--- src/rtl/wst_pkg.sv ---
// Shared types and constants for the waypoint step unit.
package wst_pkg;

   localparam int COORD_WIDTH = 28;
   localparam int FRAC_BITS   = 16;
   localparam int LANES       = 3;
   localparam int REG_WIDTH   = COORD_WIDTH - 1;
   localparam int ROOT_WIDTH  = COORD_WIDTH + 1;
   localparam int SUM_WIDTH   = 2 * COORD_WIDTH + 2;
   localparam int SQ_WIDTH    = 2 * COORD_WIDTH;
   localparam int REM_WIDTH   = ROOT_WIDTH + 3;
   localparam int PROD_WIDTH  = 2 * COORD_WIDTH - 1;
   localparam int DREM_WIDTH  = ROOT_WIDTH + 1;

   localparam logic [REG_WIDTH-1:0] STEP_RESET   = REG_WIDTH'(2 << FRAC_BITS);
   localparam logic [REG_WIDTH-1:0] RADIUS_RESET = REG_WIDTH'((2 << FRAC_BITS) / 10);

   typedef enum logic [0:0] {
      CSR_STEP_LENGTH   = 1'b0,
      CSR_ARRIVE_RADIUS = 1'b1
   } csr_index_type;

   typedef logic signed [COORD_WIDTH-1:0] coord_type;

   typedef struct packed {
      coord_type pos_x;
      coord_type pos_y;
      coord_type pos_z;
      coord_type goal_x;
      coord_type goal_y;
      coord_type goal_z;
   } req_type;

   typedef struct packed {
      coord_type set_x;
      coord_type set_y;
      coord_type set_z;
      logic      arrived;
   } rsp_type;

   typedef struct packed {
      logic [LANES-1:0][COORD_WIDTH-1:0] pos;
      logic [LANES-1:0][COORD_WIDTH-1:0] goal;
      logic [LANES-1:0]                  neg;
      logic [LANES-1:0][COORD_WIDTH-1:0] mag;
   } root_tag_type;

   typedef struct packed {
      logic [LANES-1:0][COORD_WIDTH-1:0] pos;
      logic [LANES-1:0][COORD_WIDTH-1:0] goal;
      logic [LANES-1:0]                  neg;
      logic                              pass;
      logic                              arrived;
   } div_tag_type;

endpackage

--- src/rtl/wst_div_cell.sv ---
// One cell of the divider chain: settles one quotient bit per beat on all three axes.
module wst_div_cell (
   input  logic                                                 clock,
   input  logic                                                 reset,
   input  logic                                                 in_valid,
   input  logic [wst_pkg::ROOT_WIDTH-1:0]                        in_den,
   input  logic [wst_pkg::LANES-1:0][wst_pkg::DREM_WIDTH-1:0]    in_rem,
   input  logic [wst_pkg::LANES-1:0][wst_pkg::COORD_WIDTH-1:0]   in_num,
   input  logic [wst_pkg::LANES-1:0][wst_pkg::COORD_WIDTH-1:0]   in_quo,
   input  wst_pkg::div_tag_type                                 in_tag,
   output logic                                                 out_valid,
   output logic [wst_pkg::ROOT_WIDTH-1:0]                        out_den,
   output logic [wst_pkg::LANES-1:0][wst_pkg::DREM_WIDTH-1:0]    out_rem,
   output logic [wst_pkg::LANES-1:0][wst_pkg::COORD_WIDTH-1:0]   out_num,
   output logic [wst_pkg::LANES-1:0][wst_pkg::COORD_WIDTH-1:0]   out_quo,
   output wst_pkg::div_tag_type                                 out_tag
);
   import wst_pkg::*;

   logic                                valid_ff;
   logic [ROOT_WIDTH-1:0]               den_ff;
   logic [LANES-1:0][DREM_WIDTH-1:0]    rem_ff, rem_in;
   logic [LANES-1:0][COORD_WIDTH-1:0]   num_ff, num_in;
   logic [LANES-1:0][COORD_WIDTH-1:0]   quo_ff, quo_in;
   div_tag_type                         tag_ff;
   logic [LANES-1:0][DREM_WIDTH-1:0]    shifted;
   logic [DREM_WIDTH-1:0]               den_ext;

   always_comb begin
      den_ext = DREM_WIDTH'(in_den);
      for (int l = 0; l < LANES; l++) begin
         shifted[l] = {in_rem[l][DREM_WIDTH-2:0], in_num[l][COORD_WIDTH-1]};
         num_in[l]  = {in_num[l][COORD_WIDTH-2:0], 1'b0};
         if (shifted[l] >= den_ext) begin
            rem_in[l] = shifted[l] - den_ext;
            quo_in[l] = {in_quo[l][COORD_WIDTH-2:0], 1'b1};
         end else begin
            rem_in[l] = shifted[l];
            quo_in[l] = {in_quo[l][COORD_WIDTH-2:0], 1'b0};
         end
      end
   end

   always_ff @(posedge clock) begin
      if (reset) begin
         valid_ff <= 1'b0;
      end else begin
         valid_ff <= in_valid;
      end
      den_ff <= in_den;
      rem_ff <= rem_in;
      num_ff <= num_in;
      quo_ff <= quo_in;
      tag_ff <= in_tag;
   end

   assign out_valid = valid_ff;
   assign out_den   = den_ff;
   assign out_rem   = rem_ff;
   assign out_num   = num_ff;
   assign out_quo   = quo_ff;
   assign out_tag   = tag_ff;

endmodule

--- config.mk ---
export PLATFORM = sky130hd
export DESIGN_NAME = wst_div_cell
export DESIGN_NICKNAME = d
export VERILOG_FILES = /design/src/rtl/wst_pkg.sv /design/src/rtl/wst_div_cell.sv
export SDC_FILE = /design/constraint.sdc
export NUM_CORES = 1
export LEC_CHECK = 0
export ABC_CLOCK_PERIOD_IN_PS = 6280
export BUFFER_PORTS_ARGS = -buffer_cell sky130_fd_sc_hd__buf_2
export CORE_AREA = 4 4 362 364
export DETAILED_ROUTE_END_ITERATION = 7
export DIE_AREA = 0 0 366 368
export GPL_TIMING_DRIVEN = 0
export SLEW_MARGIN = 15
export SYNTH_ARGS = -nofsm -noshare
export SYNTH_HDL_FRONTEND = slang
export SYNTH_SLANG_ARGS = --single-unit
export TNS_END_PERCENT = 1
--- constraint.sdc ---
create_clock -name clock -period 6.28 [get_ports clock]
set_input_delay 0.314 -clock clock [delete_from_list [all_inputs] [get_ports clock]]
set_output_delay 0.314 -clock clock [all_outputs]
set_load 0.05 [all_outputs]
After elaboration in Yosys (flattened, before gate mapping):

Cells that the tools add are included.
Widths: inputs -> output; s select.

* $add $sub $neg: 3
* reductions and logical operators: 0
* muxes and demuxes: 6
* magnitude comparators: 3
* shift operators: 0
* bitwise gates (word level): 0
* div/mod/pow operators: 0
* equality and inequality tests: 0
* multiply operators: 0

Operator list (number)
* $ge 30x29->1: 3
* $mux 30: 3
* $sub 30x29->30: 3
* $mux 1: 3

* bits in read-only memories: 0
* output and inout port bits: 461
* flip-flop bits (word level): 458
* input bits: 463
* RAM bits: 0
* memories kept: 0
* logic and storage cells: 32
* latch bits: 0

Depth between registers and ports, before layout:

Gate-level depths: netlist of the first run.

* word-level depth: 2
* gate-level depth with buffers: 14
* mapped depth without buffers: 12

Worst setup path before layout of the first run:

Ideal clock, no wire load.

* path type: input to register
* from: in in_num[55] in the netlist's numbering
* to: reg rem_ff, in the netlist out_rem[51]
* arrival time: 2852 ps
* path slack: 3308 ps
* stages: 13
* cells stage by stage: inv_1 > ha_1 > fa_1 > nand2b_1 > a21oi_1 > o21ai_0 > a2111o_1 > nand2_1 > o211ai_1 > a311o_1 > buf_2 > buf_2 > o31a_1

RTL lines
* start: declaration: RTL line wst_div_cell.sv:8 `input logic [wst_pkg::LANES-1:0][wst_pkg::COORD_WIDTH-1:0] in_num,`
* end signal: assignment: RTL line wst_div_cell.sv:51 `rem_ff <= rem_in;`
* end: declaration: RTL line wst_div_cell.sv:22 `logic [LANES-1:0][DREM_WIDTH-1:0] rem_ff, rem_in;`

==> results of run 1 <==
==> repair_timing <==
item                       CTS  global route
setup endpoints to repair    0             0
hold buffers               448             0
hold endpoints to repair   447             0
==> per-stage QoR <==
step | power, µW | setup WS (ps) | util, % | cells
2_1_floorplan | 4710 | 3310 | - | 1382
3_3_place_gp | 5590 | 1870 | 17.0 | 3958
3_5_place_dp | 5590 | 1930 | 17.0 | 3958
4_1_cts | 9650 | 2360 | 22.2 | 4520
5_1_grt | 9870 | 2150 | 22.2 | 4538
6_report | 9450 | 2320 | 22.3 | 4556
==> metal layers <==
metal | vias to the layer above | GRT usage [%]
met2 | 892 | 31.0
met5 | - | 0
met3 | 220 | 13.1
met4 | 32 | 5.84
li1 | 7703 | -
met1 | 7704 | 20.3
==> critical path: stages <==
cell,delay (ps)
dlygate4sd3_1,660
buf_2,160
inv_1,190
ha_1,360
clkbuf_1,280
nand2_1,120
o21ai_0,360
a31oi_1,210
a211o_1,380
o21ba_2,240
o21ai_2,190
a221oi_2,110
clkbuf_1,290
o21ai_0,550
==> power by group through the flow <==
stage | Clock (µW) | Combinational (µW) | Sequential (µW)
after CTS | 3810 | 2600 | 3240
after global routing | 3900 | 2710 | 3260
after global placement | 0 | 2310 | 3290
final | 3660 | 2560 | 3230
after detailed placement | 0 | 2300 | 3290
after floorplan | 0 | 521 | 4190
==> cells by family after synthesis <==
family,Yosys count
xor+xnor,67
compound gates,345
buf+inv,110
mux,8
fa+ha+maj,90
simple gates,301
other cells,1
flops,458
==> worst max-delay path by stage <==
| stage | start | end | slack, ps | cells past startpoint |
|---|---|---|---|---|
| after CTS | in_den[0] | out_rem[30]$_DFF_P_ | 2360 | 14 |
| after global placement | in_den[1] | out_rem[89]$_DFF_P_ | 1870 | 12 |
| after floorplan | in_num[55] | out_rem[51]$_DFF_P_ | 3310 | 13 |
| final | in_den[11] | out_rem[10]$_DFF_P_ | 2320 | 14 |
| after global routing | in_den[0] | out_rem[30]$_DFF_P_ | 2150 | 14 |
| after detailed placement | in_den[1] | out_rem[89]$_DFF_P_ | 1930 | 12 |
==> placed cells by master, fill, tap and decap left out, types with 6 or more instances in the layout <==
cell type      count
clkinv_4           6
nand2_1          139
dlygate4sd3_1    448
clkinv_2           8
xor2_1            26
o21ai_0          118
dfxtp_1          458
and3_1             6
nor2_1            57
xnor2_1           41
a211oi_1          14
clkinvlp_4         8
diode_2           36
nand3_1           16
o31ai_1           11
clkbuf_1          38
o21a_1            14
nand4_1           20
mux2_2             6
nor3_1            15
nor2b_1           13
clkbuf_8          11
a21oi_1           79
inv_1             60
clkbuf_16         61
nand2b_1          13
a21o_1            37
a31oi_1           13
buf_2            928
ha_1              87
==> flip-flops by register name, indices dropped and copies added (netlist names) <==
signal / cells
out_den: 29
out_num: 81
out_quo: 84
out_rem: 90
out_tag: 173
out_valid: 1
==> final cells by class <==
| cell class | instances | area, µm² | share of cell area, % |
|---|---|---|---|
| diodes | 36 | 90.1 | 0.318 |
| plain buffers | 50 | 239 | 0.843 |
| clock buffers | 80 | 1710 | 6.03 |
| clock inverters | 34 | 414 | 1.46 |
| inverters | 60 | 225 | 0.795 |
| multi-input cells | 814 | 5360 | 18.9 |
| flip-flops and latches | 458 | 9170 | 32.3 |
| well taps | 1662 | 2080 | 7.34 |
| repair buffers | 1362 | 9060 | 32.0 |
==> results.json, run 1 <==
{
  "final_nets": 3360,
  "fill_cells": 13900,
  "drive_above_1_share_pct": 37.1,
  "vias_per_cell": 3.63,
  "setup_viol_count_final": 0,
  "drtIter0Drc": 919,
  "place_congestion": 0.918,
  "crit_type": "in -> reg",
  "ys_async_sr_fraction_pct": 0,
  "hold_path_depth": 3,
  "drtAntennaViolNets": 0,
  "ios": 924,
  "intPower_uw": 6020,
  "htreeDepth": 2,
  "crit_arrival_ps": 4440,
  "outcome": "complete, no violations",
  "clkSinkCount": 458,
  "wl_per_cell_um": 29.7,
  "ys_warn_count": 0,
  "power_leakage_uw": 0.0131,
  "grt_pass1_wl_um": 171000,
  "min_to": "out_rem[84]$_DFF_P_",
  "setup_total_negative_slack_ps": 0,
  "synth_common_cells": "dfxtp_1, nand2_1, o21ai_0",
  "syn-cell-area_um2": 15000,
  "ys.flop_type": "dfxtp_1",
  "path_clk_slew_ps": 60,
  "rows": 131,
  "synthCells": 1380,
  "synth_area_leaders": "dfxtp_1, ha_1, o21ai_0",
  "dr_wl_met3_um": 20800,
  "peakVddDrop_uv": 239,
  "cts_root_buf": "clkbuf_16",
  "period_share_pct": 63.0,
  "synth_cell_types": 69,
  "core_um2": 127000,
  "cts_resized": 0,
  "yosysTopAreaCell": "dfxtp_1",
  "cap_violations": 0,
  "top_layer": "met5",
  "min_path_type": "in -> reg",
  "endpoint_kind": "register",
  "relSlewSlack_pct": 49.3,
  "fin_area_um2": 28300,
  "synth-edff-count": 0,
  "worstMarginPinSlew_ps": 751,
  "drc": 0,
  "cp_data_required_time_ps": 6760,
  "synth_top_area_share_pct": 61.2,
  "dp_hpwl_um": 118000,
  "synth_mux_area_share_pct": 0.584,
  "die_h_um": 368,
  "rsz0062_at_grt": "false",
  "hold_ws_ps": 10.7,
  "dr.pass1.iters": 6,
  "via_count": 16600,
  "worstHoldStart": "in_rem[83]",
  "post-route-min-period_ps": 3960,
  "wl_met2_um": 60100,
  "cts_buffer_depth": 3,
  "grt_max_degree": 19,
  "synth_top_family_by_area": "compound AO/OA/AOI/OAI gates",
  "switchingPower_uw": 3440,
  "wirelength_um": 135000,
  "ys_seq_area_share_pct": 61.2,
  "synth_area_per_cell_um2": 10.9,
  "p_sw_share_pct": 36.4,
  "grt_pass1_vias": 17200,
  "die_x_um": 366,
  "pwr-share-comb_pct": 27.1,
  "synth_xor_area_share_pct": 3.92,
  "die-area_um2": 135000,
  "overflow": 0,
  "seq_power_share_pct": 34.2,
  "hold_viol_final": 0,
  "grtUsageTotal_pct": 19.3,
  "area_growth_pct": 89.1,
  "worstSetupStartpointType": "input pin",
  "drv_slew": 0,
  "start_util_pct": 11.8,
  "cp_max_fo": 10,
  "pwr_density_cell_nw_per_um2": 334,
  "fmax_mhz": 253,
  "cts_setup_buffers": 0,
  "place_area_um2": 21600,
  "cts_tree": "yes",
  "synth_compound_area_share_pct": 14.4,
  "port_buffers": 914,
  "p_clk_share_pct": 38.7,
  "wl_met1_um": 49100,
  "synth_seq_cells": 458,
  "synth_most_common_cell": "dfxtp_1",
  "antenna_found_initial": 103,
  "numCtsBuffers": 61,
  "synthAdderAreaFrac_pct": 7.66,
  "synth-simple-area-share_pct": 9.17
}
Note: power is estimated with default switching activity, not from simulation.
==> run 2: changes to the inputs <==
ABC_CLOCK_PERIOD_IN_PS = 3900   (was 6280)
CORE_AREA = 4 4 353 355   (was 4 4 362 364)
DIE_AREA = 0 0 357 359   (was 0 0 366 368)
clock period = 3.9 ns   (was 6.28 ns; I/O delays follow)
==> run 2 against run 1 <==
First-iteration DRC count decreased by 6.0%. Cell count decreased by 0.61%. Wire length decreased by 1.9%. Via count increased by 0.13%. Utilization increased by 1.1 points. Hold slack improved by 150 ps. Design area increased by 0.17%. Flip-flop and latch count unchanged. Count of clock-buffer cells in the layout decreased by 5. Power increased by 62%. Non-clock buffer count increased by 8.
==> results.json, run 2 (synthesized netlist as in run 1, its figures left out) <==
{
  "cp.depth": 15,
  "place_congestion": 0.977,
  "worstSetupStartpointType": "input pin",
  "overflow": 0,
  "hold_ws_ps": 164,
  "crit_family": "buffers and inverters",
  "post-route-min-period_ps": 3740,
  "fmax_mhz": 267,
  "numCtsBuffers": 58,
  "grt_pass1_vias": 16900,
  "final_nets": 3365,
  "drv_slew": 0,
  "setup_total_negative_slack_ps": 0,
  "clkSinkCount": 458,
  "worstMarginPinSlew_ps": 876,
  "htreeDepth": 2,
  "place_area_um2": 21600,
  "die-area_um2": 128000,
  "crit_arrival_ps": 4280,
  "critPathBufInv": 5,
  "start_util_pct": 12.3,
  "drc": 0,
  "period_share_pct": 96.0,
  "die_h_um": 359,
  "grt_pass1_wl_um": 167000,
  "peakVddDrop_uv": 417,
  "mostFrequentLayoutCell": "buf_2",
  "drtIter0Drc": 864,
  "largest_reg_flops": 173,
  "rsz0062_at_grt": "false",
  "wirelength_um": 133000,
  "dr_wl_met3_um": 18900,
  "final_cells": 4528,
  "hold_viol_final": 0,
  "cts_buffer_depth": 3,
  "cts_root_buf": "clkbuf_16",
  "slowest_stage": "dlygate4sd3_1",
  "ios": 924,
  "wl_met1_um": 52400,
  "rows": 128,
  "core_um2": 121000,
  "path_clk_slew_ps": 60,
  "fin_area_um2": 28400,
  "top_layer": "met5",
  "pwr_density_cell_nw_per_um2": 540,
  "dr.pass1.iters": 4,
  "worst_path_most_repeated_cell": "buf_2",
  "port_buffers": 914,
  "area_growth_pct": 89.5,
  "fin_util_pct": 23.4,
  "hold_path_depth": 2,
  "drtAntennaViolNets": 0,
  "via_count": 16600,
  "wl_per_cell_um": 29.3,
  "cp_data_required_time_ps": 4430,
  "max_stage_delay_ps": 610,
  "antenna_found_initial": 93,
  "power_leakage_uw": 0.0131,
  "setup_viol_count_final": 0,
  "vias_per_cell": 3.66,
  "min_path_type": "in -> reg",
  "outcome": "complete, no violations",
  "endpoint_kind": "register",
  "grt_max_degree": 16,
  "place_inst": 3921,
  "final_cell_mix": "buf_2, dfxtp_1, dlygate4sd3_1",
  "cap_violations": 0,
  "cts_tree": "yes",
  "path_cells": "dlygate4sd3_1 -> buf_2 -> inv_1 -> ha_1 -> a21o_1 -> or4_1 -> o211ai_2 -> a211o_1 -> o21ba_2 -> o21ai_2 -> a221oi_2 -> buf_2 -> buf_6 -> nand2_1 -> o21ai_0",
  "crit_type": "in -> reg",
  "relSlewSlack_pct": 40.8,
  "grtUsageTotal_pct": 19.8,
  "wl_met2_um": 56500,
  "drive_above_1_share_pct": 37.0,
  "dp_hpwl_um": 114000,
  "cp_max_fo": 10,
  "fill_cells": 13400,
  "die_x_um": 357
}
[run 2: changes by cell type in the layout (fill, tap and decap cells not counted), sizes merged, moves of 5 or more]
cell         previous run  this run
dlygate4sd3           448       456
bufinv                  5        11
diode                  36        44
clkbuf                110       105
clkinv                 17        11
[run 2: power by group]
group	switching [µW]	total, µW	internal [µW]	leakage (µW)
registers	111	5200	5090	0.00386
clock network	2360	5990	3640	0.00101
logic	2970	4130	1160	0.00824
total	5440	15300	9890	0.0131
[run 2: path summary, 6_finish.rpt]
| kind | start | to | slack, ps |
|---|---|---|---|
| max | in_den[4] | out_rem[25]$_DFF_P_ | 160 |
| min | in_tag[148] | out_tag[148]$_DFF_P_ | 160 |
[run 2: layer usage]
| layer | up-vias | GRT usage (%) |
|---|---|---|
| met3 | 195 | 12.2 |
| met1 | 7847 | 22.9 |
| met2 | 800 | 30.5 |
| met5 | - | 0 |
| li1 | 7705 | - |
| met4 | 26 | 5.48 |
[run 2: per-stage QoR]
stage          total power, µW  worst slack, ps
6_report                 15300              157
5_1_grt                  16000            0.869
4_1_cts                  15600             50.7
3_5_place_dp              8980             -214
3_3_place_gp              8990             -229
2_1_floorplan             7580             1050
[run 2: final cells by class]
cell class,count,area (µm²),area share [%]
inverters,60,225,0.793
plain buffers,50,241,0.850
repair buffers,1370,9140,32.2
clock buffers,75,1610,5.65
multi-input cells,814,5380,18.9
well taps,1625,2030,7.16
diodes,44,110,0.388
flip-flops and latches,458,9170,32.3
clock inverters,32,494,1.74
[run 2: repair_timing]
item | CTS | global route
hold buffers | 456 | 0
endpoints found under the setup margin | 0 | 18
gates resized for setup | 0 | 9
setup buffers | 0 | 0
hold endpoints to repair | 455 | 0
