`src/rtl/wst_pkg.sv`:
```
// Shared types and constants for the waypoint step unit.
package wst_pkg;

   localparam int COORD_WIDTH = 28;
   localparam int FRAC_BITS   = 16;
   localparam int LANES       = 3;
   localparam int REG_WIDTH   = COORD_WIDTH - 1;
   localparam int ROOT_WIDTH  = COORD_WIDTH + 1;
   localparam int SUM_WIDTH   = 2 * COORD_WIDTH + 2;
   localparam int SQ_WIDTH    = 2 * COORD_WIDTH;
   localparam int REM_WIDTH   = ROOT_WIDTH + 3;
   localparam int PROD_WIDTH  = 2 * COORD_WIDTH - 1;
   localparam int DREM_WIDTH  = ROOT_WIDTH + 1;

   localparam logic [REG_WIDTH-1:0] STEP_RESET   = REG_WIDTH'(2 << FRAC_BITS);
   localparam logic [REG_WIDTH-1:0] RADIUS_RESET = REG_WIDTH'((2 << FRAC_BITS) / 10);

   typedef enum logic [0:0] {
      CSR_STEP_LENGTH   = 1'b0,
      CSR_ARRIVE_RADIUS = 1'b1
   } csr_index_type;

   typedef logic signed [COORD_WIDTH-1:0] coord_type;

   typedef struct packed {
      coord_type pos_x;
      coord_type pos_y;
      coord_type pos_z;
      coord_type goal_x;
      coord_type goal_y;
      coord_type goal_z;
   } req_type;

   typedef struct packed {
      coord_type set_x;
      coord_type set_y;
      coord_type set_z;
      logic      arrived;
   } rsp_type;

   typedef struct packed {
      logic [LANES-1:0][COORD_WIDTH-1:0] pos;
      logic [LANES-1:0][COORD_WIDTH-1:0] goal;
      logic [LANES-1:0]                  neg;
      logic [LANES-1:0][COORD_WIDTH-1:0] mag;
   } root_tag_type;

   typedef struct packed {
      logic [LANES-1:0][COORD_WIDTH-1:0] pos;
      logic [LANES-1:0][COORD_WIDTH-1:0] goal;
      logic [LANES-1:0]                  neg;
      logic                              pass;
      logic                              arrived;
   } div_tag_type;

endpackage

```
`src/rtl/wst_root_cell.sv`:
```
// One cell of the square root chain: settles one root bit per beat.
module wst_root_cell (
   input  logic                          clock,
   input  logic                          reset,
   input  logic                          in_valid,
   input  logic [wst_pkg::SUM_WIDTH-1:0]  in_rad,
   input  logic [wst_pkg::REM_WIDTH-1:0]  in_rem,
   input  logic [wst_pkg::ROOT_WIDTH-1:0] in_root,
   input  wst_pkg::root_tag_type         in_tag,
   output logic                          out_valid,
   output logic [wst_pkg::SUM_WIDTH-1:0]  out_rad,
   output logic [wst_pkg::REM_WIDTH-1:0]  out_rem,
   output logic [wst_pkg::ROOT_WIDTH-1:0] out_root,
   output wst_pkg::root_tag_type         out_tag
);
   import wst_pkg::*;

   logic                  valid_ff;
   logic [SUM_WIDTH-1:0]  rad_ff, rad_in;
   logic [REM_WIDTH-1:0]  rem_ff, rem_in;
   logic [ROOT_WIDTH-1:0] root_ff, root_in;
   root_tag_type          tag_ff;
   logic [REM_WIDTH-1:0]  shifted;
   logic [REM_WIDTH-1:0]  trial;

   always_comb begin
      shifted = {in_rem[REM_WIDTH-3:0], in_rad[SUM_WIDTH-1 -: 2]};
      trial   = REM_WIDTH'({in_root, 2'b01});
      rad_in  = {in_rad[SUM_WIDTH-3:0], 2'b00};
      if (shifted >= trial) begin
         rem_in  = shifted - trial;
         root_in = {in_root[ROOT_WIDTH-2:0], 1'b1};
      end else begin
         rem_in  = shifted;
         root_in = {in_root[ROOT_WIDTH-2:0], 1'b0};
      end
   end

   always_ff @(posedge clock) begin
      if (reset) begin
         valid_ff <= 1'b0;
      end else begin
         valid_ff <= in_valid;
      end
      rad_ff  <= rad_in;
      rem_ff  <= rem_in;
      root_ff <= root_in;
      tag_ff  <= in_tag;
   end

   assign out_valid = valid_ff;
   assign out_rad   = rad_ff;
   assign out_rem   = rem_ff;
   assign out_root  = root_ff;
   assign out_tag   = tag_ff;

endmodule

```
`config.mk`:
```
export PLATFORM = sky130hd
export DESIGN_NAME = wst_root_cell
export DESIGN_NICKNAME = d
export VERILOG_FILES = /design/src/rtl/wst_pkg.sv /design/src/rtl/wst_root_cell.sv
export SDC_FILE = /design/constraint.sdc
export NUM_CORES = 1
export LEC_CHECK = 0
export BUFFER_PORTS_ARGS = -buffer_cell sky130_fd_sc_hd__buf_2
export CAP_MARGIN = 25
export CORE_AREA = 5 5 287 289
export DETAILED_ROUTE_END_ITERATION = 16
export DIE_AREA = 0 0 292 294
export GPL_TIMING_DRIVEN = 0
export HOLD_SLACK_MARGIN = 0.15
export PLACE_DENSITY = 0.3
export REMOVE_ABC_BUFFERS = 1
export SLEW_MARGIN = 20
export SYNTH_ARGS = -nofsm -noshare
export SYNTH_HDL_FRONTEND = slang
export SYNTH_SLANG_ARGS = --single-unit
```
`constraint.sdc`:
```
create_clock -name clock -period 2.7 [get_ports clock]
set_input_delay 0.27 -clock clock [delete_from_list [all_inputs] [get_ports clock]]
set_output_delay 0.27 -clock clock [all_outputs]
set_load 0.02 [all_outputs]
```
## Yosys cells after proc, flatten, opt, wreduce, memory -nomap -nowiden

Cells that the tools add are included.

| operators by class | value |
|---|---|
| muxes and demuxes | 2 |
| magnitude comparators | 1 |
| add/subtract/negate cells | 1 |

Operators with widths:

| kind | count |
|---|---|
| $ge 32x31->1 | 1 |
| $mux 32 | 1 |
| $sub 32x31->32 | 1 |
| $mux 1 | 1 |

| word-level totals | value |
|---|---|
| register bits after elaboration | 373 |
| output and inout port bits | 375 |

## Depth between registers and ports, before layout

Gate-level depths: netlist of run 1.

| logic depth | value |
|---|---|
| depth in word-level cells | 2 |
| mapped depth | 13 |
| mapped depth without buffers | 11 |

## Worst setup path after synthesis of run 1

No wires, ideal clock.

| path | value |
|---|---|
| path kind | input port to flip-flop |
| from | input port in_root[12] in the netlist's numbering |
| to | register rem_ff[11] (netlist: out_rem[11]) |
| arrival time | 2.429 ns |
| setup slack | 0.147 ns |
| buffers on the path | 3 |
| required time | 2.577 ns |
| cell stages on the path | 12 |
| path through | inv_1 -> ha_1 -> buf_2 -> nand4_1 -> or4_1 -> o211ai_1 -> o221ai_2 -> and2_4 -> buf_6 -> inv_2 -> buf_4 -> mux2_1 |

| on the way | value |
|---|---|
| cells in the longest elaborated chain, start to end | 2 |

RTL lines:

| item | RTL line | source |
|---|---|---|
| from (decl) | wst_root_cell.sv:8 | `input logic [wst_pkg::ROOT_WIDTH-1:0] in_root,` |
| $ge 32x31->1 | wst_root_cell.sv:30 | `if (shifted >= trial) begin` |
| $mux 32 | wst_root_cell.sv:30 |  |
| named net rem_in[11] | wst_root_cell.sv:20 | `logic [REM_WIDTH-1:0] rem_ff, rem_in;` |
| to (signal assigned) | wst_root_cell.sv:46 | `rem_ff <= rem_in;` |
| to (decl) | wst_root_cell.sv:20 |  |

The timed path passes the listed nets, and every way through them passes these cells.
A chain may end at the register's enable or synchronous reset.

## Final worst setup path of run 1

| path | value |
|---|---|
| from | input port in_rem[16] in the netlist's numbering |
| to | register rem_ff[31] (netlist: out_rem[31]) |

| on the way | value |
|---|---|
| cells in the longest elaborated chain, start to end | 2 |
| elaborated cells on any way between the ends | 3 |

RTL lines:

| item | RTL line | source |
|---|---|---|
| from (decl) | wst_root_cell.sv:7 | `input logic [wst_pkg::REM_WIDTH-1:0] in_rem,` |
| $sub 32x31->32 / $ge 32x31->1 (equally long branches) | wst_root_cell.sv:31, wst_root_cell.sv:30 |  |
| $mux 32 * | wst_root_cell.sv:30 |  |
| named net rem_in[31] | wst_root_cell.sv:20 |  |

The timed path passes the listed nets; every way through them passes the cells marked *.

==> flow_results.xml, run 1 <==
<?xml version="1.0" encoding="UTF-8"?>
<metrics>
  <group name="synth">
    <metric name="synth-edff-count" unit="">0</metric>
    <metric name="synth_flop_cell" unit="">dfxtp_1</metric>
    <metric name="synthesis.area_per_instance" unit="µm²">13.55</metric>
    <metric name="ys.warnings.count" unit="">0</metric>
    <metric name="synth.area.top_cells" unit="">dfxtp_1 (77%), ha_1 (4.0%), a21oi_1 (2.7%)</metric>
    <metric name="synth.distinct_cells" unit="">52</metric>
    <metric name="synthMostInstantiatedCell" unit="">dfxtp_1</metric>
    <metric name="ys_async_sr_fraction" unit="%">0</metric>
    <metric name="ys_ff_latch" unit="">373</metric>
    <metric name="synth_sequential_area_ratio" unit="%">77.30</metric>
    <metric name="synth.top_cell.area_share" unit="%">77.30</metric>
    <metric name="synth_top_cell_by_area" unit="">dfxtp_1</metric>
    <metric name="post_synthesis_cell_area" unit="µm²">9661</metric>
    <metric name="syn-instance-count" unit="">713</metric>
    <metric name="netlist_top_cells_count" unit="">dfxtp_1 (373), a21oi_1 (52), inv_1 (37)</metric>
  </group>
  <group name="timing">
    <metric name="rsz_0062_raised_after_global_routing" unit="">true</metric>
    <metric name="relSlewSlack" unit="%">51.97</metric>
    <metric name="final_period_minus_worst_setup_slack" unit="ns">2.588</metric>
    <metric name="tightest_slew" unit="ns">0.7112</metric>
    <metric name="period_share" unit="%">95.85</metric>
    <metric name="finalSetupViolCount" unit="">0</metric>
    <metric name="clock.fmax" unit="MHz">386.4</metric>
    <metric name="timing.final.max_slew_violations" unit="">0</metric>
    <metric name="hold_ws" unit="ns">0.1628</metric>
    <metric name="setup_ws" unit="ns">0.1120</metric>
    <metric name="finalHoldViolCount" unit="">0</metric>
  </group>
  <group name="routing">
    <metric name="drcViolationCount" unit="">0</metric>
    <metric name="detail_route.vias_per_cell" unit="">3.279</metric>
    <metric name="detailed_route_wire_length" unit="mm">58.83</metric>
    <metric name="route.detailed.wl_per_inst" unit="µm">19.79</metric>
    <metric name="drtPass1Iterations" unit="">4</metric>
    <metric name="initial_detailed_routing_violation_count" unit="">277</metric>
    <metric name="routed_via_count" unit="">9745</metric>
    <metric name="ant_nets" unit="">0</metric>
  </group>
  <group name="floorplan">
    <metric name="die-width" unit="µm">292</metric>
    <metric name="top_level_ports" unit="">752</metric>
    <metric name="initial_core_utilization" unit="%">12.13</metric>
    <metric name="design.die.area" unit="µm²">85850</metric>
    <metric name="fp.coreArea" unit="µm²">79640</metric>
    <metric name="fp-row-count" unit="">104</metric>
    <metric name="chipHeight" unit="µm">294</metric>
  </group>
  <group name="worst_setup_path">
    <metric name="worst_ep_required_time" unit="ns">3.16</metric>
    <metric name="worstPathArrival" unit="ns">3.05</metric>
    <metric name="critical_path_class" unit="">input port to register</metric>
    <metric name="critical_path.endpoint_type" unit="">register</metric>
    <metric name="start_kind" unit="">input port</metric>
    <metric name="worst-path-max-fanout" unit="">6</metric>
  </group>
  <group name="grt">
    <metric name="first_global_vias" unit="">10584</metric>
    <metric name="antenna_violations_before_repair" unit="">17</metric>
    <metric name="grt_pass1_wl" unit="mm">79.18</metric>
    <metric name="grt-ovfl-total" unit="">0</metric>
    <metric name="grtUsageTotal" unit="%">12.78</metric>
    <metric name="grt_max_degree" unit="">49</metric>
  </group>
  <group name="clock_network">
    <metric name="clkSinkCount" unit="">373</metric>
    <metric name="number_of_buffers_on_the_longest_clock_path" unit="">3</metric>
    <metric name="cts_root_buf" unit="">clkbuf_16</metric>
    <metric name="clk_pin_slew" unit="ns">0.06</metric>
    <metric name="number_of_clock_buffers_inserted_by_tritoncts" unit="">46</metric>
    <metric name="clock_tree.htree_level_count" unit="">2</metric>
    <metric name="cts_tree" unit="">yes</metric>
  </group>
  <group name="worst_hold_path">
    <metric name="hold-path-cell-count" unit="">4</metric>
    <metric name="hold_path.class" unit="">input port to register</metric>
    <metric name="whs_endpoint" unit="">out_rem[1]</metric>
    <metric name="worstHoldStart" unit="">in_rad[57]</metric>
  </group>
  <group name="power_and_ir_drop">
    <metric name="pwr_density_cell" unit="nW/µm²">736.6</metric>
    <metric name="worst_ir_drop_vdd" unit="V">0.0004019</metric>
    <metric name="leakagePower" unit="nW">9.483</metric>
  </group>
  <group name="job">
    <metric name="max_cap_viol_count" unit="">0</metric>
  </group>
  <group name="placed_design">
    <metric name="io_buffer_count" unit="">747</metric>
    <metric name="dpl.cell_count" unit="">2505</metric>
    <metric name="place.gp.congestion" unit="">0.8445</metric>
    <metric name="place.detailed.hpwl" unit="mm">48.36</metric>
    <metric name="dp_worst_setup_slack" unit="ns">-1.023</metric>
  </group>
  <group name="layout">
    <metric name="final_cells" unit="">2972</metric>
    <metric name="final_core_util" unit="%">25.14</metric>
    <metric name="design.final.nets" unit="">2275</metric>
    <metric name="fraction_of_final_layout_cells_with_drive_strength_greater_than_1" unit="%">44.35</metric>
    <metric name="area_delta_synth_final" unit="%">107.3</metric>
    <metric name="fillCellCount" unit="">8598</metric>
  </group>
  <group name="status">
    <metric name="run_status" unit="">finished, final reports clean</metric>
  </group>
</metrics>
==> through the flow <==
| step | cell area, µm² | total power, mW | TNS [ns] |
|---|---|---|---|
| after global routing | 20000 | 15.44 | -0.09378 |
| after CTS | 19950 | 15.07 | 0 |
| after floorplan | 9573 | 7.012 | -0.08602 |
| after global placement | 14640 | 8.012 | -25.94 |
| final | 20020 | 14.75 | 0 |
| after detailed placement | 14640 | 7.999 | -25.33 |
==> area by class of cell <==
class                      count  area [µm²]  area share [%]
timing repair buffer        1121        7480           37.36
inverter                      38       158.9          0.7936
tap                         1060        1326           6.624
multi-input combinational    287        1983           9.905
sequential                   373        7467           37.30
clock buffer                  61        1297           6.480
antenna                        9       22.52          0.1125
clock inverter                23       286.5           1.431
==> flip-flops by register name, summed over array words and instances (netlist names) <==
signal,flops
out_valid,1
out_rem,32
out_tag,255
out_root,29
out_rad,56
==> cells by family after synthesis <==
kind of cell               synth area share [%]
and+or+nand+nor                           4.999
other                                   0.03882
xor gates and xnor gates                  2.357
adders and majority gates                 4.015
DFF                                       77.30
muxes                                    0.6993
AOI/OAI and AO/OA                         8.173
buffers and inverters                     2.422
==> per-layer routing <==
| layer | up-vias | global-route usage, % | wire length [µm] |
|---|---|---|---|
| met1 | 4506 | 13.84 | 21940 |
| met4 | 10 | 5.715 | 2886 |
| met5 | - | 0 | 64 |
| li1 | 4702 | - | - |
| met3 | 109 | 5.042 | 5044 |
| met2 | 418 | 22.12 | 28890 |
==> power breakdown <==
group	total (mW)	internal (mW)	switching (mW)
clock	6.43	3.80	2.62
combinational	2.35	1.02	1.33
sequential	5.97	5.88	0.0950
total	14.7	10.7	4.05
==> how the worst max path moves through the flow <==
| stage | start | to | slack, ns | cells after the start |
|---|---|---|---|---|
| 6_report | in_rem[16] | out_rem[31] | 0.11 | 11 |
| 5_1_grt | in_rem[16] | out_rem[31] | -0.09 | 11 |
| 4_1_cts | in_root[3] | out_rem[6] | 0.007 | 11 |
| 3_5_place_dp | in_root[3] | out_rem[6] | -1.02 | 11 |
| 3_3_place_gp | in_root[3] | out_rem[30] | -1.04 | 11 |
| 2_1_floorplan | in_root[12] | out_rem[7] | -0.02 | 9 |
==> critical path: stages <==
cell and delay, ns:
dlygate4sd3_1 0.53, buf_2 0.15, ha_1 0.39, a21o_1 0.20
a21o_1 0.16, a21oi_1 0.13, o21ai_0 0.20, a21oi_2 0.24
a211oi_2 0.13, a211oi_1 0.27, mux2_2 0.37
==> timing repair <==
item / in CTS / in global routing
resized for setup: 2 / 7
hold buffers: 372 / 1
endpoints found under the setup margin: 28 / 28
setup buffers: 0 / 1
endpoints found under the hold margin: 372 / 1
pin swaps: 0 / 2
==> cell usage in the layout (no fill, tap or decap), types with 3 or more instances in the layout <==
cell type	count
a21oi_1	51
or3_1	4
xnor2_1	16
nor3_1	6
and3_1	5
nand4_1	7
buf_2	747
nand3_1	6
clkinv_2	10
diode_2	9
nand2b_1	4
clkbuf_8	9
o21ai_0	15
clkbuf_1	6
mux2_1	5
inv_1	37
dfxtp_1	373
a21o_1	15
a211oi_1	3
nor2_1	35
a211oi_2	3
bufinv_16	4
nand2_1	25
dlygate4sd3_1	373
o21bai_1	4
inv_6	4
a31o_2	3
clkbuf_16	46
o211ai_1	3
ha_1	31
xor2_1	10
Note: power is estimated with default switching activity, not from simulation.
==> inputs of run 2 (changes only) <==
clock period = 2.2 ns   (was 2.7 ns; I/O delays follow)
==> run 2 against run 1 <==
Effect of this change:
- the flow now finishes with violations (negative hold slack, negative setup slack)
- global-route usage grew 0.057 points
- worst setup slack lost 0.15 ns
- combinational power grew 31%
- power grew 24%
- cell area grew 2.8%
- sequential share of layout area shrank 1.0 points
- wire length grew 1.8%
- critical path depth grew 1
- sequential power grew 23%
- critical path type unchanged
- critical endpoint is now out_rem[29]
==> flow_results.xml, run 2 (same netlist as run 1, synthesis figures left out) <==
<?xml version="1.0" encoding="UTF-8"?>
<metrics>
  <group name="worst_setup_path">
    <metric name="critical-path-max-stage-delay" unit="ns">0.43</metric>
    <metric name="timing.critical_path.slowest_stage_cell" unit="">a2111o_1</metric>
    <metric name="worstPathArrival" unit="ns">2.70</metric>
    <metric name="critical_path.endpoint_type" unit="">register</metric>
    <metric name="cpMostUsedCell" unit="">o31ai_4</metric>
    <metric name="cell_breakdown_of_the_critical_path" unit="">buf_4, ha_4, nand4_1, a211oi_2, buf_4, o31ai_4, o31ai_4, buf_6, o221ai_4, and2_4, a2111o_1, o31ai_4</metric>
    <metric name="worst_path_dominant_cell_family" unit="">compound AO/OA/AOI/OAI gates</metric>
    <metric name="path_buf_inv" unit="">3</metric>
    <metric name="worst-path-max-fanout" unit="">3</metric>
    <metric name="worst_ep_required_time" unit="ns">2.67</metric>
    <metric name="critical_path_class" unit="">input port to register</metric>
    <metric name="start_kind" unit="">input port</metric>
  </group>
  <group name="clock_network">
    <metric name="clk_pin_slew" unit="ns">0.06</metric>
    <metric name="number_of_buffers_on_the_longest_clock_path" unit="">3</metric>
    <metric name="clock_tree.htree_level_count" unit="">2</metric>
    <metric name="cts_tree" unit="">yes</metric>
    <metric name="number_of_clock_buffers_inserted_by_tritoncts" unit="">46</metric>
    <metric name="clkSinkCount" unit="">373</metric>
    <metric name="cts_root_buf" unit="">clkbuf_16</metric>
  </group>
  <group name="status">
    <metric name="failed_checks" unit="">negative hold slack, negative setup slack</metric>
    <metric name="run_status" unit="">finished with violations</metric>
  </group>
  <group name="power_and_ir_drop">
    <metric name="power.switching_fraction" unit="%">27.48</metric>
    <metric name="worst_ir_drop_vdd" unit="V">0.0004759</metric>
    <metric name="comb_power_share" unit="%">16.8</metric>
    <metric name="power_frac_clock" unit="%">43.1</metric>
    <metric name="internal_power" unit="mW">13.26</metric>
    <metric name="leakagePower" unit="nW">9.653</metric>
    <metric name="sequentialPowerShare" unit="%">40.1</metric>
    <metric name="psw" unit="mW">5.024</metric>
    <metric name="pwr_density_cell" unit="nW/µm²">888.5</metric>
  </group>
  <group name="routing">
    <metric name="initial_detailed_routing_violation_count" unit="">318</metric>
    <metric name="ant_nets" unit="">0</metric>
    <metric name="routed_via_count" unit="">9917</metric>
    <metric name="drtPass1Iterations" unit="">4</metric>
    <metric name="detail_route.vias_per_cell" unit="">3.303</metric>
    <metric name="route.detailed.wl_per_inst" unit="µm">19.94</metric>
    <metric name="drcViolationCount" unit="">0</metric>
    <metric name="detailed_route_wire_length" unit="mm">59.86</metric>
  </group>
  <group name="placed_design">
    <metric name="place.detailed.hpwl" unit="mm">48.36</metric>
    <metric name="placedInstanceArea" unit="µm²">14640</metric>
    <metric name="place.gp.congestion" unit="">0.8445</metric>
    <metric name="io_buffer_count" unit="">747</metric>
  </group>
  <group name="worst_hold_path">
    <metric name="worstHoldStart" unit="">in_rad[56]</metric>
    <metric name="hold_path.class" unit="">input port to register</metric>
    <metric name="whs_endpoint" unit="">out_rem[0]</metric>
    <metric name="hold-path-cell-count" unit="">2</metric>
  </group>
  <group name="grt">
    <metric name="grt_pass1_wl" unit="mm">79.58</metric>
    <metric name="antenna_violations_before_repair" unit="">19</metric>
    <metric name="first_global_vias" unit="">10677</metric>
    <metric name="grtUsageTotal" unit="%">12.84</metric>
    <metric name="grt_max_degree" unit="">49</metric>
    <metric name="grt-ovfl-total" unit="">0</metric>
  </group>
  <group name="timing">
    <metric name="hold_ws" unit="ns">-0.1036</metric>
    <metric name="clock.fmax" unit="MHz">447.6</metric>
    <metric name="setup_tns" unit="ns">-0.03434</metric>
    <metric name="relSlewSlack" unit="%">64.90</metric>
    <metric name="setup_ws" unit="ns">-0.03434</metric>
    <metric name="finalHoldViolCount" unit="">1</metric>
    <metric name="finalSetupViolCount" unit="">1</metric>
    <metric name="tightest_slew" unit="ns">0.5225</metric>
    <metric name="timing.final.max_slew_violations" unit="">0</metric>
    <metric name="period_share" unit="%">101.6</metric>
    <metric name="rsz_0062_raised_after_global_routing" unit="">true</metric>
    <metric name="final_period_minus_worst_setup_slack" unit="ns">2.234</metric>
  </group>
  <group name="layout">
    <metric name="mostFrequentLayoutCell" unit="">buf_2</metric>
    <metric name="fillCellCount" unit="">8580</metric>
    <metric name="fraction_of_final_layout_cells_with_drive_strength_greater_than_1" unit="%">47.23</metric>
    <metric name="area_of_the_multi_input_gates" unit="µm²">2235</metric>
    <metric name="layout_common_cells" unit="">buf_2 (738), dfxtp_1 (373), dlygate4sd3_1 (372), a21oi_1 (48), clkbuf_16 (46)</metric>
    <metric name="design.final.nets" unit="">2303</metric>
    <metric name="final-seq-area" unit="µm²">7467</metric>
    <metric name="largest_register_ff_count" unit="">255</metric>
    <metric name="area_delta_synth_final" unit="%">113.0</metric>
    <metric name="post-route-cell-area" unit="µm²">20570</metric>
  </group>
  <group name="floorplan">
    <metric name="fp-row-count" unit="">104</metric>
    <metric name="chipHeight" unit="µm">294</metric>
    <metric name="die-width" unit="µm">292</metric>
    <metric name="top_level_ports" unit="">752</metric>
    <metric name="fp.coreArea" unit="µm²">79640</metric>
    <metric name="initial_core_utilization" unit="%">12.13</metric>
    <metric name="design.die.area" unit="µm²">85850</metric>
  </group>
  <group name="job">
    <metric name="max_cap_viol_count" unit="">0</metric>
  </group>
</metrics>
## run 2: cell types whose count changed in the layout (fill, tap and decap cells not counted), sizes merged
| cell | delta |
|---|---|
| clkinv | +1 |
| buf | +28 |
| dlygate4sd3 | -1 |
| diode | +2 |
## run 2: power groups by stage
| stage | clock, mW | combinational, mW | sequential, mW |
|---|---|---|---|
| 3_5_place_dp | 0 | 2.34 | 7.47 |
| 4_1_cts | 8.22 | 2.97 | 7.33 |
| 6_report | 7.88 | 3.07 | 7.33 |
| 2_1_floorplan | 0 | 0.540 | 8.06 |
| 3_3_place_gp | 0 | 2.36 | 7.48 |
| 5_1_grt | 8.48 | 3.29 | 7.37 |
## run 2: worst max path at each step
stage,start,end,cells past startpoint
4_1_cts,in_root[1],out_rem[6],13
6_report,in_rem[5],out_rem[29],12
3_5_place_dp,in_root[3],out_rem[6],11
2_1_floorplan,in_root[12],out_rem[7],9
5_1_grt,in_rem[5],out_rem[29],12
3_3_place_gp,in_root[3],out_rem[30],11
## run 2: final cells by class
class	instances	share of cell area, %
antenna	11	0.1338
inverter	38	0.8331
clock buffer	61	6.306
multi-input combinational	287	10.86
sequential	373	36.29
timing repair buffer	1148	37.68
clock inverter	23	1.393
tap	1060	6.446
timing repair inverter	1	0.05473
## run 2: what timing repair did
action                                 CTS  global route
endpoints found under the hold margin  372             5
gates cloned                             0             1
hold buffers                           369             3
buffers inserted                         8            21
resized for setup                       16            63
pin swaps                                6            22
setup endpoints to repair               31            31
## run 2: stage by stage
stage	instances	power [mW]	utilization [%]	hold slack, ns	worst slack, ns
final	3002	18.28	25.84	-0.1036	-0.03434
after global placement	2505	9.833	18.38	0.3229	-1.487
after detailed placement	2505	9.817	18.38	0.3236	-1.473
after CTS	2966	18.53	25.16	-0.2693	-0.01207
after global routing	2992	19.15	25.80	-0.1406	-0.07402
after floorplan	698	8.605	-	0.2477	-0.4672
## run 2: per-layer routing
| metal | track usage (%) | up-vias | part of all wire [%] |
|---|---|---|---|
| met4 | 5.391 | 10 | 4.4 |
| met3 | 5.117 | 109 | 8.5 |
| met1 | 13.93 | 4608 | 37 |
| li1 | - | 4758 | - |
| met2 | 22.32 | 432 | 50 |
| met5 | 0 | - | 0.095 |
